[src/design/chained_range_offset_remapper_core_defines.svh]
// ----------------------------------------------------------------------------
// Chained range offset remapper: assertion macros
// Shared macros for the concurrent checks at the end of the core.
// ----------------------------------------------------------------------------
`ifndef CHAINED_RANGE_OFFSET_REMAPPER_CORE_DEFINES_SVH
`define CHAINED_RANGE_OFFSET_REMAPPER_CORE_DEFINES_SVH

// Checks that the consequent holds in the same cycle as the antecedent.
`define CROM_ASSERT_SAME(label, clk, rst, ante, cons, msg) \
   label: assert property (@(posedge clk) disable iff (rst) (ante) |-> (cons)) \
      else $error(msg);

// Checks that the consequent holds in the cycle after the antecedent.
`define CROM_ASSERT_NEXT(label, clk, rst, ante, cons, msg) \
   label: assert property (@(posedge clk) disable iff (rst) (ante) |=> (cons)) \
      else $error(msg);

`endif

[src/design/crom_ram.sv]
// ----------------------------------------------------------------------------
// Chained range offset remapper: generic RAM
// One write port and one read port with registered read data.
// ----------------------------------------------------------------------------
module crom_ram #(
   parameter int WIDTH = 8,
   parameter int DEPTH = 16
) (
   input  logic                                     clock,
   input  logic                                     wr_en,
   input  logic [((DEPTH > 1) ? $clog2(DEPTH) : 1)-1:0] wr_addr,
   input  logic [WIDTH-1:0]                         wr_data,
   input  logic                                     rd_en,
   input  logic [((DEPTH > 1) ? $clog2(DEPTH) : 1)-1:0] rd_addr,
   output logic [WIDTH-1:0]                         rd_data
);

   logic [WIDTH-1:0] mem_ff [DEPTH];
   logic [WIDTH-1:0] rd_data_ff;

   // Write port.
   always_ff @(posedge clock) begin
      if (wr_en) begin
         mem_ff[wr_addr] <= wr_data;
      end
   end

   // Registered read port.
   always_ff @(posedge clock) begin
      if (rd_en) begin
         rd_data_ff <= mem_ff[rd_addr];
      end
   end

   assign rd_data = rd_data_ff;

endmodule

[config.mk]
export PLATFORM = sky130hd
export DESIGN_NAME = crom_ram
export DESIGN_NICKNAME = d
export VERILOG_FILES = /design/src/design/chained_range_offset_remapper_core_defines.svh /design/src/design/crom_ram.sv
export SDC_FILE = /design/constraint.sdc
export NUM_CORES = 1
export LEC_CHECK = 0
export BUFFER_PORTS_ARGS = -buffer_cell sky130_fd_sc_hd__buf_2
export CORE_UTILIZATION = 45
export DETAILED_ROUTE_END_ITERATION = 8
export GPL_TIMING_DRIVEN = 0
export PLACE_DENSITY = 0.64
export SLEW_MARGIN = 30
export SYNTH_ARGS = -nofsm -noshare
export SYNTH_HDL_FRONTEND = slang
export SYNTH_SLANG_ARGS = --single-unit
[constraint.sdc]
create_clock -name clock -period 2.08 [get_ports clock]
set_input_delay 0.312 -clock clock [delete_from_list [all_inputs] [get_ports clock]]
set_output_delay 0.312 -clock clock [all_outputs]
set_load 0.02 [all_outputs]
==> metrics.yaml <==
ctsResizeCount: 0
io_pins: 27
cp-start-kind: "flop"
ys.flop_type: "edfxtp_1"
holdPathEnd: "rd_data[1]"
min_path_type: "input port to flop"
routedWlPerCell_um: 22.2
viasPerCell: 5.75
grt-ovfl-total: 0
dieArea_um2: 12100
drc: 0
worstSetupEndpointType: "flop"
leakage_uw: 0.00200
root_buffer: "clkbuf_16"
cap_viol_max_count: 0
rsz0062_at_grt: "false"
criticalPathCategory: "flop to flop"
grt_usage_pct: 17.9
diodes: 0
clockBufferDepth: 2
start_util_pct: 47.2
grt_pass1_wl_um: 14300
multi_input_area_um2: 1080
worstReg2RegEnd: "rd_data[0]"
fin_skew_ns: 0.0111
period_share_pct: 78.4
finalNonFillerCells: 424
dp_slack_ns: 0.0626
worstMarginPinSlew_ns: 0.819
timing.final.crit_period_ns: 1.63
setup_viol: 0
outcome: "complete, no violations"
ys_ff_latch: 136
setup_tns_ns: 0
clkTransAtPathRegs_ns: 0.05
synthArstFlopShare_pct: 0
cts_buffers: 17
portBuffers: 25
syn_area_um2: 5230
fin_ws_ns: 0.449
drtIter0Drc: 178
rows: 38
ys_warn_count: 0
antenna_found_initial: 0
synth_nets: 248
fillers: 839
dp.cells: 394
r2r_slack_ns: 0.45
synth_top_area_cell: "edfxtp_1"
slew_violations: 0
yosys.cell_count.top_type: "edfxtp_1"
cellPowerDensity_nw_per_um2: 986
fmax_ghz: 0.613
regArea_um2: 4080
postSynthAreaPerCell_um2: 22.8
worstHoldPathCells: 1
synth_top_cell_area_share_pct: 78.1
postCtsSetupBuffers: 0
hpwl_um: 6060
routabilityCongestion: 0.684
core_um2: 11100
layout.nets: 292
drive_above_1_share_pct: 27.1
crit_start: "mem_ff[5][0]"
dr.pass1.iters: 5
r2r-start: "mem_ff[5][0]"
hold_violations: 0
grt_pass1_vias: 2424
cts_tree: "yes"
synth.distinct_cells: 18
vias: 2436
crit_arrival_ns: 1.77
synth_area_leaders: "edfxtp_1, mux4_2, mux4_1, a22oi_1, nor2_1"
synth-edff-count: 136
die_h_um: 110
vdd_drop_max_v: 0.000645
whs_ns: 0.245
postCtsHoldBufs: 0
synthTopCellsByCount: "edfxtp_1, mux4_2, a22oi_1, mux4_1, nor2_1"
htree_levels: 4
maxSlewHeadroom_pct: 45.2
wirelength_um: 9400
grt_max_degree: 17
fp.dieW_um: 110
clock_latency_ns: 0.40
syn_inst: 229
hold_start: "rd_en"
ant_nets: 0
ys_seq_area_share_pct: 78.1
reg2regPathDepth: 3
synthToLayoutAreaGrowth_pct: 15.7
clkSinkCount: 136
cp_max_fo: 1
cp.required_ns: 2.22
## flip-flops by register name, summed over array words and instances, names as in the netlist
signal / flops
mem_ff: 128
rd_data: 8
## per-stage QoR
| step | area, um2 | total power (uW) | utilization, % |
|---|---|---|---|
| after global routing | 6050 | 6150 | 54.6 |
| after CTS | 6050 | 6000 | 54.6 |
| after global placement | 5530 | 3450 | 49.9 |
| after detailed placement | 5550 | 3470 | 50.1 |
| final | 6050 | 5960 | 54.6 |
| after floorplan | 5230 | 3330 | - |
## cells in the final DEF (no fill, tap or decap)
| master | count |
|---|---|
| mux4_2 | 18 |
| clkbuf_16 | 17 |
| and2_1 | 1 |
| buf_6 | 3 |
| nor2b_1 | 1 |
| nand2_1 | 9 |
| mux4_1 | 14 |
| clkbuf_1 | 5 |
| or3b_2 | 1 |
| edfxtp_1 | 136 |
| nor3_2 | 4 |
| nand3b_1 | 2 |
| a22oi_1 | 16 |
| bufinv_16 | 1 |
| buf_2 | 28 |
| clkinv_1 | 6 |
| buf_4 | 1 |
| nand2b_1 | 2 |
| nor2_1 | 13 |
| clkinv_2 | 1 |
| nand3_1 | 1 |
| and2b_1 | 1 |
| clkdlybuf4s25_2 | 3 |
## worst max-delay path by stage
stage / to / slack, ns / depth (start not counted)
5_1_grt: mem_ff[2][6] / 0.44 / 3
3_3_place_gp: mem_ff[0][7] / -0.30 / 3
6_report: rd_data[0] / 0.45 / 3
2_1_floorplan: mem_ff[0][0] / 0.28 / 2
3_5_place_dp: mem_ff[2][7] / 0.06 / 3
4_1_cts: rd_data[0] / 0.46 / 3
## kinds of logic (layout without fill, tap and decap cells)
group           Yosys count  after routing  share of synthesized area, %
simple gates             35             35                          3.14
buf+inv                  10             65                          1.65
compound gates           16             16                          2.30
flops                   136            136                          78.1
mux                      32             32                          14.8
## report_power, final
part,internal [uW],switching (uW)
registers,3090,12.5
clock network,1600,958
logic,119,183
total,4810,1150
## routing by layer
metal	up-vias	part of all wire, %	global-route usage, %
met5	-	0	0
met3	17	7.1	4.33
met1	1246	42	25.3
met4	0	2.6	8.38
li1	1068	-	-
met2	105	48	26.4
## cell type report
| class | instances | share of cell area [%] |
|---|---|---|
| clock inverters | 8 | 0.951 |
| flip-flops and latches | 136 | 67.5 |
| plain buffers | 10 | 1.43 |
| clock buffers | 22 | 7.34 |
| multi-input cells | 83 | 17.8 |
| well taps | 140 | 2.90 |
| repair buffers | 25 | 2.07 |
## critical path, cell delays in order (launching register included)
cell	delay, ns
edfxtp_1	0.34
mux4_1	0.56
a22oi_1	0.34
nand2_1	0.13
Note: power is estimated with default switching activity, not from simulation.
