===== src/design/chained_range_offset_remapper_core_defines.svh =====
// ----------------------------------------------------------------------------
// Chained range offset remapper: assertion macros
// Shared macros for the concurrent checks at the end of the core.
// ----------------------------------------------------------------------------
`ifndef CHAINED_RANGE_OFFSET_REMAPPER_CORE_DEFINES_SVH
`define CHAINED_RANGE_OFFSET_REMAPPER_CORE_DEFINES_SVH

// Checks that the consequent holds in the same cycle as the antecedent.
`define CROM_ASSERT_SAME(label, clk, rst, ante, cons, msg) \
   label: assert property (@(posedge clk) disable iff (rst) (ante) |-> (cons)) \
      else $error(msg);

// Checks that the consequent holds in the cycle after the antecedent.
`define CROM_ASSERT_NEXT(label, clk, rst, ante, cons, msg) \
   label: assert property (@(posedge clk) disable iff (rst) (ante) |=> (cons)) \
      else $error(msg);

`endif


===== src/design/crom_pkg.sv =====
// ----------------------------------------------------------------------------
// Chained range offset remapper: package
// Sizes, codes, the entry layout and the microcode program of the sequencer.
// ----------------------------------------------------------------------------
package crom_pkg;

   // Table geometry.
   localparam int STAGES            = 7;
   localparam int ENTRIES_PER_STAGE = 64;
   localparam int DEPTH             = STAGES * ENTRIES_PER_STAGE;

   localparam int VALUE_W  = 32;
   localparam int LIMIT_W  = 33;
   localparam int OFFSET_W = 33;

   localparam int ADDR_W = (DEPTH > 1) ? $clog2(DEPTH) : 1;
   localparam int SIDX_W = (STAGES > 1) ? $clog2(STAGES) : 1;
   localparam int KIDX_W = (ENTRIES_PER_STAGE > 1) ? $clog2(ENTRIES_PER_STAGE) : 1;
   localparam int CNT_W  = $clog2(ENTRIES_PER_STAGE + 1);

   // One stored range: first value, one past the last value, and offset.
   typedef struct packed {
      logic [VALUE_W-1:0]  start;
      logic [LIMIT_W-1:0]  limit;
      logic [OFFSET_W-1:0] offset;
   } entry_type;

   localparam int ENTRY_W = $bits(entry_type);

   // Request mode codes.
   localparam logic [1:0] MODE_LOAD      = 2'd0;
   localparam logic [1:0] MODE_TRANSLATE = 2'd1;
   localparam logic [1:0] MODE_CLEAR     = 2'd2;

   // Response status codes.
   typedef enum logic [1:0] {
      STATUS_OK   = 2'd0,
      STATUS_FULL = 2'd1,
      STATUS_OOR  = 2'd2
   } status_type;

   // Microcode step addresses.
   typedef enum logic [3:0] {
      STEP_FETCH  = 4'd0,
      STEP_LOAD   = 4'd1,
      STEP_CLEAR  = 4'd2,
      STEP_T_INIT = 4'd3,
      STEP_S_INIT = 4'd4,
      STEP_SCAN   = 4'd5,
      STEP_DRAIN  = 4'd6,
      STEP_APPLY  = 4'd7,
      STEP_FINISH = 4'd8,
      STEP_RESULT = 4'd9
   } step_type;

   // Datapath operations selected by a control word.
   typedef enum logic [3:0] {
      OP_NONE,
      OP_FETCH,
      OP_LOAD,
      OP_CLEAR,
      OP_T_INIT,
      OP_S_INIT,
      OP_SCAN,
      OP_APPLY,
      OP_FINISH,
      OP_RESULT
   } dp_op_type;

   // Branch conditions; when a condition fails the step falls through, but dispatch and out-free wait in place.
   typedef enum logic [2:0] {
      BR_NONE,
      BR_ALWAYS,
      BR_DISPATCH,
      BR_EMPTY,
      BR_SCAN_MORE,
      BR_APPLY,
      BR_OUT_FREE
   } br_type;

   typedef struct packed {
      dp_op_type op;
      br_type    br;
      step_type  target;
   } ctrl_word_type;

   // Status flags from the datapath that steer branches.
   typedef struct packed {
      logic       accept;
      logic [1:0] mode;
      logic       stage_empty;
      logic       scan_more;
      logic       out_of_range;
      logic       last_stage;
      logic       out_free;
   } seq_cond_type;

   // The microcode program.
   function automatic ctrl_word_type ucode_rom(input step_type step);
      ctrl_word_type w;
      case (step)
         STEP_FETCH:  w = '{op: OP_FETCH,  br: BR_DISPATCH,  target: STEP_FETCH};
         STEP_LOAD:   w = '{op: OP_LOAD,   br: BR_ALWAYS,    target: STEP_RESULT};
         STEP_CLEAR:  w = '{op: OP_CLEAR,  br: BR_ALWAYS,    target: STEP_RESULT};
         STEP_T_INIT: w = '{op: OP_T_INIT, br: BR_NONE,      target: STEP_FETCH};
         STEP_S_INIT: w = '{op: OP_S_INIT, br: BR_EMPTY,     target: STEP_APPLY};
         STEP_SCAN:   w = '{op: OP_SCAN,   br: BR_SCAN_MORE, target: STEP_SCAN};
         STEP_DRAIN:  w = '{op: OP_NONE,   br: BR_NONE,      target: STEP_FETCH};
         STEP_APPLY:  w = '{op: OP_APPLY,  br: BR_APPLY,     target: STEP_S_INIT};
         STEP_FINISH: w = '{op: OP_FINISH, br: BR_NONE,      target: STEP_FETCH};
         STEP_RESULT: w = '{op: OP_RESULT, br: BR_OUT_FREE,  target: STEP_FETCH};
         default:     w = '{op: OP_NONE,   br: BR_ALWAYS,    target: STEP_FETCH};
      endcase
      return w;
   endfunction

endpackage


===== src/design/crom_seq.sv =====
// ----------------------------------------------------------------------------
// Chained range offset remapper: microcode sequencer
// Step counter over the control program, with conditional jumps.
// ----------------------------------------------------------------------------
module crom_seq (
   input  logic                    clock,
   input  logic                    reset,
   input  crom_pkg::seq_cond_type  cond,
   output crom_pkg::ctrl_word_type ctrl
);

   crom_pkg::step_type step_ff;
   crom_pkg::step_type step_in;
   crom_pkg::step_type step_next;

   // Control word of the current step.
   assign ctrl      = crom_pkg::ucode_rom(step_ff);
   assign step_next = crom_pkg::step_type'(step_ff + 4'd1);

   // Next step selection.
   always_comb begin
      step_in = step_ff;
      case (ctrl.br)
         crom_pkg::BR_NONE: begin
            step_in = step_next;
         end
         crom_pkg::BR_ALWAYS: begin
            step_in = ctrl.target;
         end
         crom_pkg::BR_DISPATCH: begin
            if (cond.accept) begin
               case (cond.mode)
                  crom_pkg::MODE_LOAD:      step_in = crom_pkg::STEP_LOAD;
                  crom_pkg::MODE_TRANSLATE: step_in = crom_pkg::STEP_T_INIT;
                  crom_pkg::MODE_CLEAR:     step_in = crom_pkg::STEP_CLEAR;
                  default:                  step_in = crom_pkg::STEP_RESULT;
               endcase
            end
         end
         crom_pkg::BR_EMPTY: begin
            step_in = cond.stage_empty ? ctrl.target : step_next;
         end
         crom_pkg::BR_SCAN_MORE: begin
            step_in = cond.scan_more ? ctrl.target : step_next;
         end
         crom_pkg::BR_APPLY: begin
            if (cond.out_of_range) begin
               step_in = crom_pkg::STEP_RESULT;
            end else if (cond.last_stage) begin
               step_in = step_next;
            end else begin
               step_in = ctrl.target;
            end
         end
         crom_pkg::BR_OUT_FREE: begin
            if (cond.out_free) begin
               step_in = ctrl.target;
            end
         end
         default: begin
            step_in = crom_pkg::STEP_FETCH;
         end
      endcase
   end

   // Step counter.
   always_ff @(posedge clock) begin
      if (reset) begin
         step_ff <= crom_pkg::STEP_FETCH;
      end else begin
         step_ff <= step_in;
      end
   end

endmodule

===== config.mk =====
export PLATFORM = sky130hd
export DESIGN_NAME = crom_seq
export DESIGN_NICKNAME = d
export VERILOG_FILES = /design/src/design/chained_range_offset_remapper_core_defines.svh /design/src/design/crom_pkg.sv /design/src/design/crom_seq.sv
export SDC_FILE = /design/constraint.sdc
export NUM_CORES = 1
export LEC_CHECK = 0
export BUFFER_PORTS_ARGS = -buffer_cell sky130_fd_sc_hd__buf_2
export CAP_MARGIN = 10
export CELL_PAD_IN_SITES_DETAIL_PLACEMENT = 2
export CELL_PAD_IN_SITES_GLOBAL_PLACEMENT = 2
export CORE_MARGIN = 10
export CORE_UTILIZATION = 25
export CTS_CLUSTER_DIAMETER = 40
export DETAILED_ROUTE_END_ITERATION = 8
export PLACE_DENSITY = 0.64
export SLEW_MARGIN = 5
export SYNTH_ARGS = -nofsm -noshare
export SYNTH_HDL_FRONTEND = slang
export SYNTH_SLANG_ARGS = --single-unit

===== constraint.sdc =====
create_clock -name clock -period 4.6 [get_ports clock]
set_clock_uncertainty 0.15 [all_clocks]
set_input_delay 0.46 -clock clock [delete_from_list [all_inputs] [get_ports clock]]
set_output_delay 0.46 -clock clock [all_outputs]
set_load 0.01 [all_outputs]

==> results.txt <==
Status -> finished, final reports clean
Clock Tree Root -> sky130_fd_sc_hd__clkbuf_8
Fmax -> 0.322 GHz
Async set or reset register ratio after synthesis -> 0%
Number of hold buffers added after cts -> 0
Residual antenna-violating net count after detailed routing -> 0
Cell Pwr Density -> 600 nW/um^2
Reg-to-reg slack, setup -> 1500 ps
Number of flops mapped to enable cells by yosys -> 0
Deepest level of the CTS H-tree -> 1
End point of the critical path -> ctrl[7]$_DFF_P_
Inserted Clock Buffers -> 3
Data required time at the worst endpoint -> 4610 ps
Portion of the clock cycle consumed by the worst path in the final layout -> 67.5%
Category of the critical setup timing path -> reg2reg
Largest net degree at the start of global routing -> 18
Fraction of post-synthesis cell area in the top cell type by area -> 30.3%
FILL cells -> 460
Reported max-cap violation count -> 0
Path depth of the worst reg2reg path -> 9
Detailed placer's ending HPWL -> 2.58 mm
Antenna diode count -> 0
Clk slew on worst S/H paths -> 60 ps
Placed instance area -> 1130 um^2
Final Max Tran Viols -> 0
P_leak -> 0.509 nW
Cell total after placement -> 180
Leading cell types in the layout, fill and taps excluded -> sky130_fd_sc_hd__buf_2 (20), sky130_fd_sc_hd__dfxtp_1 (15), sky130_fd_sc_hd__nor2_1 (14), sky130_fd_sc_hd__inv_1 (7)
Total of cells resized after clock tree synthesis -> 0
Crit path max fanout -> 17
Most common cell after layout, fill and taps aside -> sky130_fd_sc_hd__buf_2
List of cells traversed by the critical path -> and2b_1, o2bb2ai_1, a21oi_1, a221oi_2, nor2_1, inv_1, ha_1, and2_1, a211oi_1
Classification of the worst-slack hold path -> in2reg
Area growth from synthesis to final layout -> 19.0%
DRC violation total after the first TritonRoute iteration -> 47
# setup viols final -> 0
Cell family contributing the most delay on the critical path -> compound AO/OA/AOI/OAI gates
Vias in the first global route -> 1007
Per-cell routed wire length -> 16.9 um
Number of cell rows -> 22
DRC viols -> 0
Clock latency on the worst-skew pair -> 250 ps
Final period demand of the worst path -> 3100 ps
Crit Reg-Reg Endpoint -> ctrl[7]$_DFF_P_
Tot GR Track Use -> 9.11%
Gate count of the mapped netlist -> 115
IR drop worst, VDD -> 0.257 mV
Number of vias in the routed layout -> 929
Worst-case headroom to the max-slew limit -> 58.5%
Register area share after synthesis -> 30.3%
Data arrival time of the critical path -> 3110 ps
Startpoint of the lowest-slack register-to-register path -> ctrl[4]$_DFF_P_
Wire length of the first global-routing pass -> 5.29 mm
TritonCTS Sinks -> 15
Number of gates on the worst path with buffers counted -> 9
# port buffers -> 20
Number of primary I/O pins -> 21
Initial cell density of the core -> 26.4%
Synth area leader -> sky130_fd_sc_hd__dfxtp_1
Detailed-route vias per instance -> 5.05
Predominant post-synthesis flop cell -> sky130_fd_sc_hd__dfxtp_1
Category of the worst setup path capture point -> flip-flop
Most area-consuming cells after synthesis -> sky130_fd_sc_hd__dfxtp_1 (30%), sky130_fd_sc_hd__ha_1 (7.6%), sky130_fd_sc_hd__nor2_1 (5.3%), sky130_fd_sc_hd__nor2b_1 (3.2%), sky130_fd_sc_hd__mux2i_1 (3.0%)
Vertical die dimension -> 82.9 um
Hold violation count in the final report -> 0
Post-Synthesis Net Count -> 131
Core Footprint -> 3740 um^2
RSZ-0062 raised after global routing -> false
Count of cell types in the netlist -> 44
Die outline area -> 6880 um^2
Non-Filler Instances -> 184
Critical path launch point -> ctrl[4]$_DFF_P_
FF+latch count, synth -> 15
Drt first pass iters -> 4
Die X -> 82.9 um
Initial antenna violation count -> 0
Final GP Congestion -> 0.794
Longest individual stage delay on the worst path -> 650 ps
Utilization of the core after routing -> 31.5%
Actual transition at the worst max-transition pin -> 617 ps
Slowest cell on crit path -> sky130_fd_sc_hd__dfxtp_1
Maximum root-to-sink buffer count -> 2
Kind of start point of the critical path -> flip-flop
Final wirelength -> 3.11 mm
Net count reported at finish -> 153
Power, Total -> 0.706 mW
Mean cell area of the mapped netlist -> 8.61 um^2
Cell area after synthesis -> 990 um^2
Layout cells sized above 1 -> 19.9%
Buffer and inverter count on the worst path -> 1
Synth warn -> 0
Remaining global-route overflow -> 0
Post-Layout Inst Area -> 1180 um^2
Setup TNS -> 0 ps
Clock tree from TritonCTS -> built
Buffers inserted during post-CTS setup optimization -> 0
synth_stat cells, types with 2 or more instances:
| cell type | count |
|---|---|
| sky130_fd_sc_hd__dfxtp_1 | 15 |
| sky130_fd_sc_hd__nor2_1 | 14 |
| sky130_fd_sc_hd__inv_1 | 7 |
| sky130_fd_sc_hd__ha_1 | 6 |
| sky130_fd_sc_hd__nand2_1 | 6 |
| sky130_fd_sc_hd__nor2b_1 | 5 |
| sky130_fd_sc_hd__nand2b_1 | 4 |
| sky130_fd_sc_hd__a21o_1 | 3 |
| sky130_fd_sc_hd__a21oi_1 | 3 |
| sky130_fd_sc_hd__a221oi_1 | 3 |
| sky130_fd_sc_hd__mux2i_1 | 3 |
| sky130_fd_sc_hd__nor3b_1 | 3 |
| sky130_fd_sc_hd__o22ai_1 | 3 |
| sky130_fd_sc_hd__or3_1 | 3 |
| sky130_fd_sc_hd__a211o_1 | 2 |
| sky130_fd_sc_hd__and2_1 | 2 |
| sky130_fd_sc_hd__buf_2 | 2 |
| sky130_fd_sc_hd__nand4b_1 | 2 |
| sky130_fd_sc_hd__nor4bb_1 | 2 |
| sky130_fd_sc_hd__o21ai_1 | 2 |
| sky130_fd_sc_hd__xor2_1 | 2 |
layer usage:
metal | vias to the layer above | part of all wire (%) | GRT usage [%]
li1 | 461 | - | -
met1 | 451 | 44 | 10.5
met2 | 13 | 51 | 15.9
met3 | 4 | 3.3 | 2.15
met4 | 0 | 1.4 | 3.23
met5 | - | 0 | 0
cell type report:
cell class	count	area [um^2]	area share [%]
Clock buffer	4	45.0	3.83
Multi-Input combinational cell	90	646	54.8
Sequential cell	15	300	25.5
Tap cell	48	60.1	5.10
Inverter	7	26.3	2.23
Timing Repair Buffer	20	100	8.50
worst min-delay path by stage:
stage / to / start / slack [ps] / cells past startpoint
after floorplan: step_ff[1]$_SDFFE_PP0N_ / reset / 380 / 1
after global placement: step_ff[1]$_SDFFE_PP0N_ / ctrl[1]$_SDFF_PP0_ / 440 / 2
after detailed placement: step_ff[1]$_SDFFE_PP0N_ / ctrl[1]$_SDFF_PP0_ / 450 / 2
after CTS: step_ff[1]$_SDFFE_PP0N_ / reset / 360 / 2
after global routing: step_ff[1]$_SDFFE_PP0N_ / reset / 390 / 2
final: step_ff[1]$_SDFFE_PP0N_ / reset / 360 / 2
through the flow:
step	hold WS, ps	worst slack (ps)
global placement	441	1560
global route	390	1170
CTS	362	1440
finish	357	1500
floorplan	382	2110
detailed placement	451	1490
worst reg2reg max path, delay by kind of cell, from the launching register on:
| family | cells | cell delay (ps) |
|---|---|---|
| AND/OR/NAND/NOR | 3 | 530 |
| buffers and inverters | 1 | 120 |
| flip-flops | 1 | 650 |
| adder cells (fa/ha/maj) | 1 | 270 |
| AO/OA/AOI/OAI | 4 | 1290 |
where the power goes:
part           switching, mW  internal (mW)
registers             0.0630          0.174
clock network         0.0458         0.0614
logic                  0.205          0.157
total                  0.314          0.393
state kept, by name (all words and copies together) (netlist names):
| name | cells |
|---|---|
| step_ff | 4 |
| ctrl | 11 |
cell families (layout without fill, tap and decap cells):
family / count (synthesis) / in the layout / share of synthesized area [%]
buf+inv: 10 / 31 / 4.43
compound gates: 29 / 29 / 24.0
simple gates: 49 / 49 / 27.9
flops: 15 / 15 / 30.3
mux: 3 / 3 / 3.03
fa+ha+maj: 6 / 6 / 7.59
xor+xnor: 3 / 3 / 2.66
No activity file was read; power rests on OpenSTA's default activity.
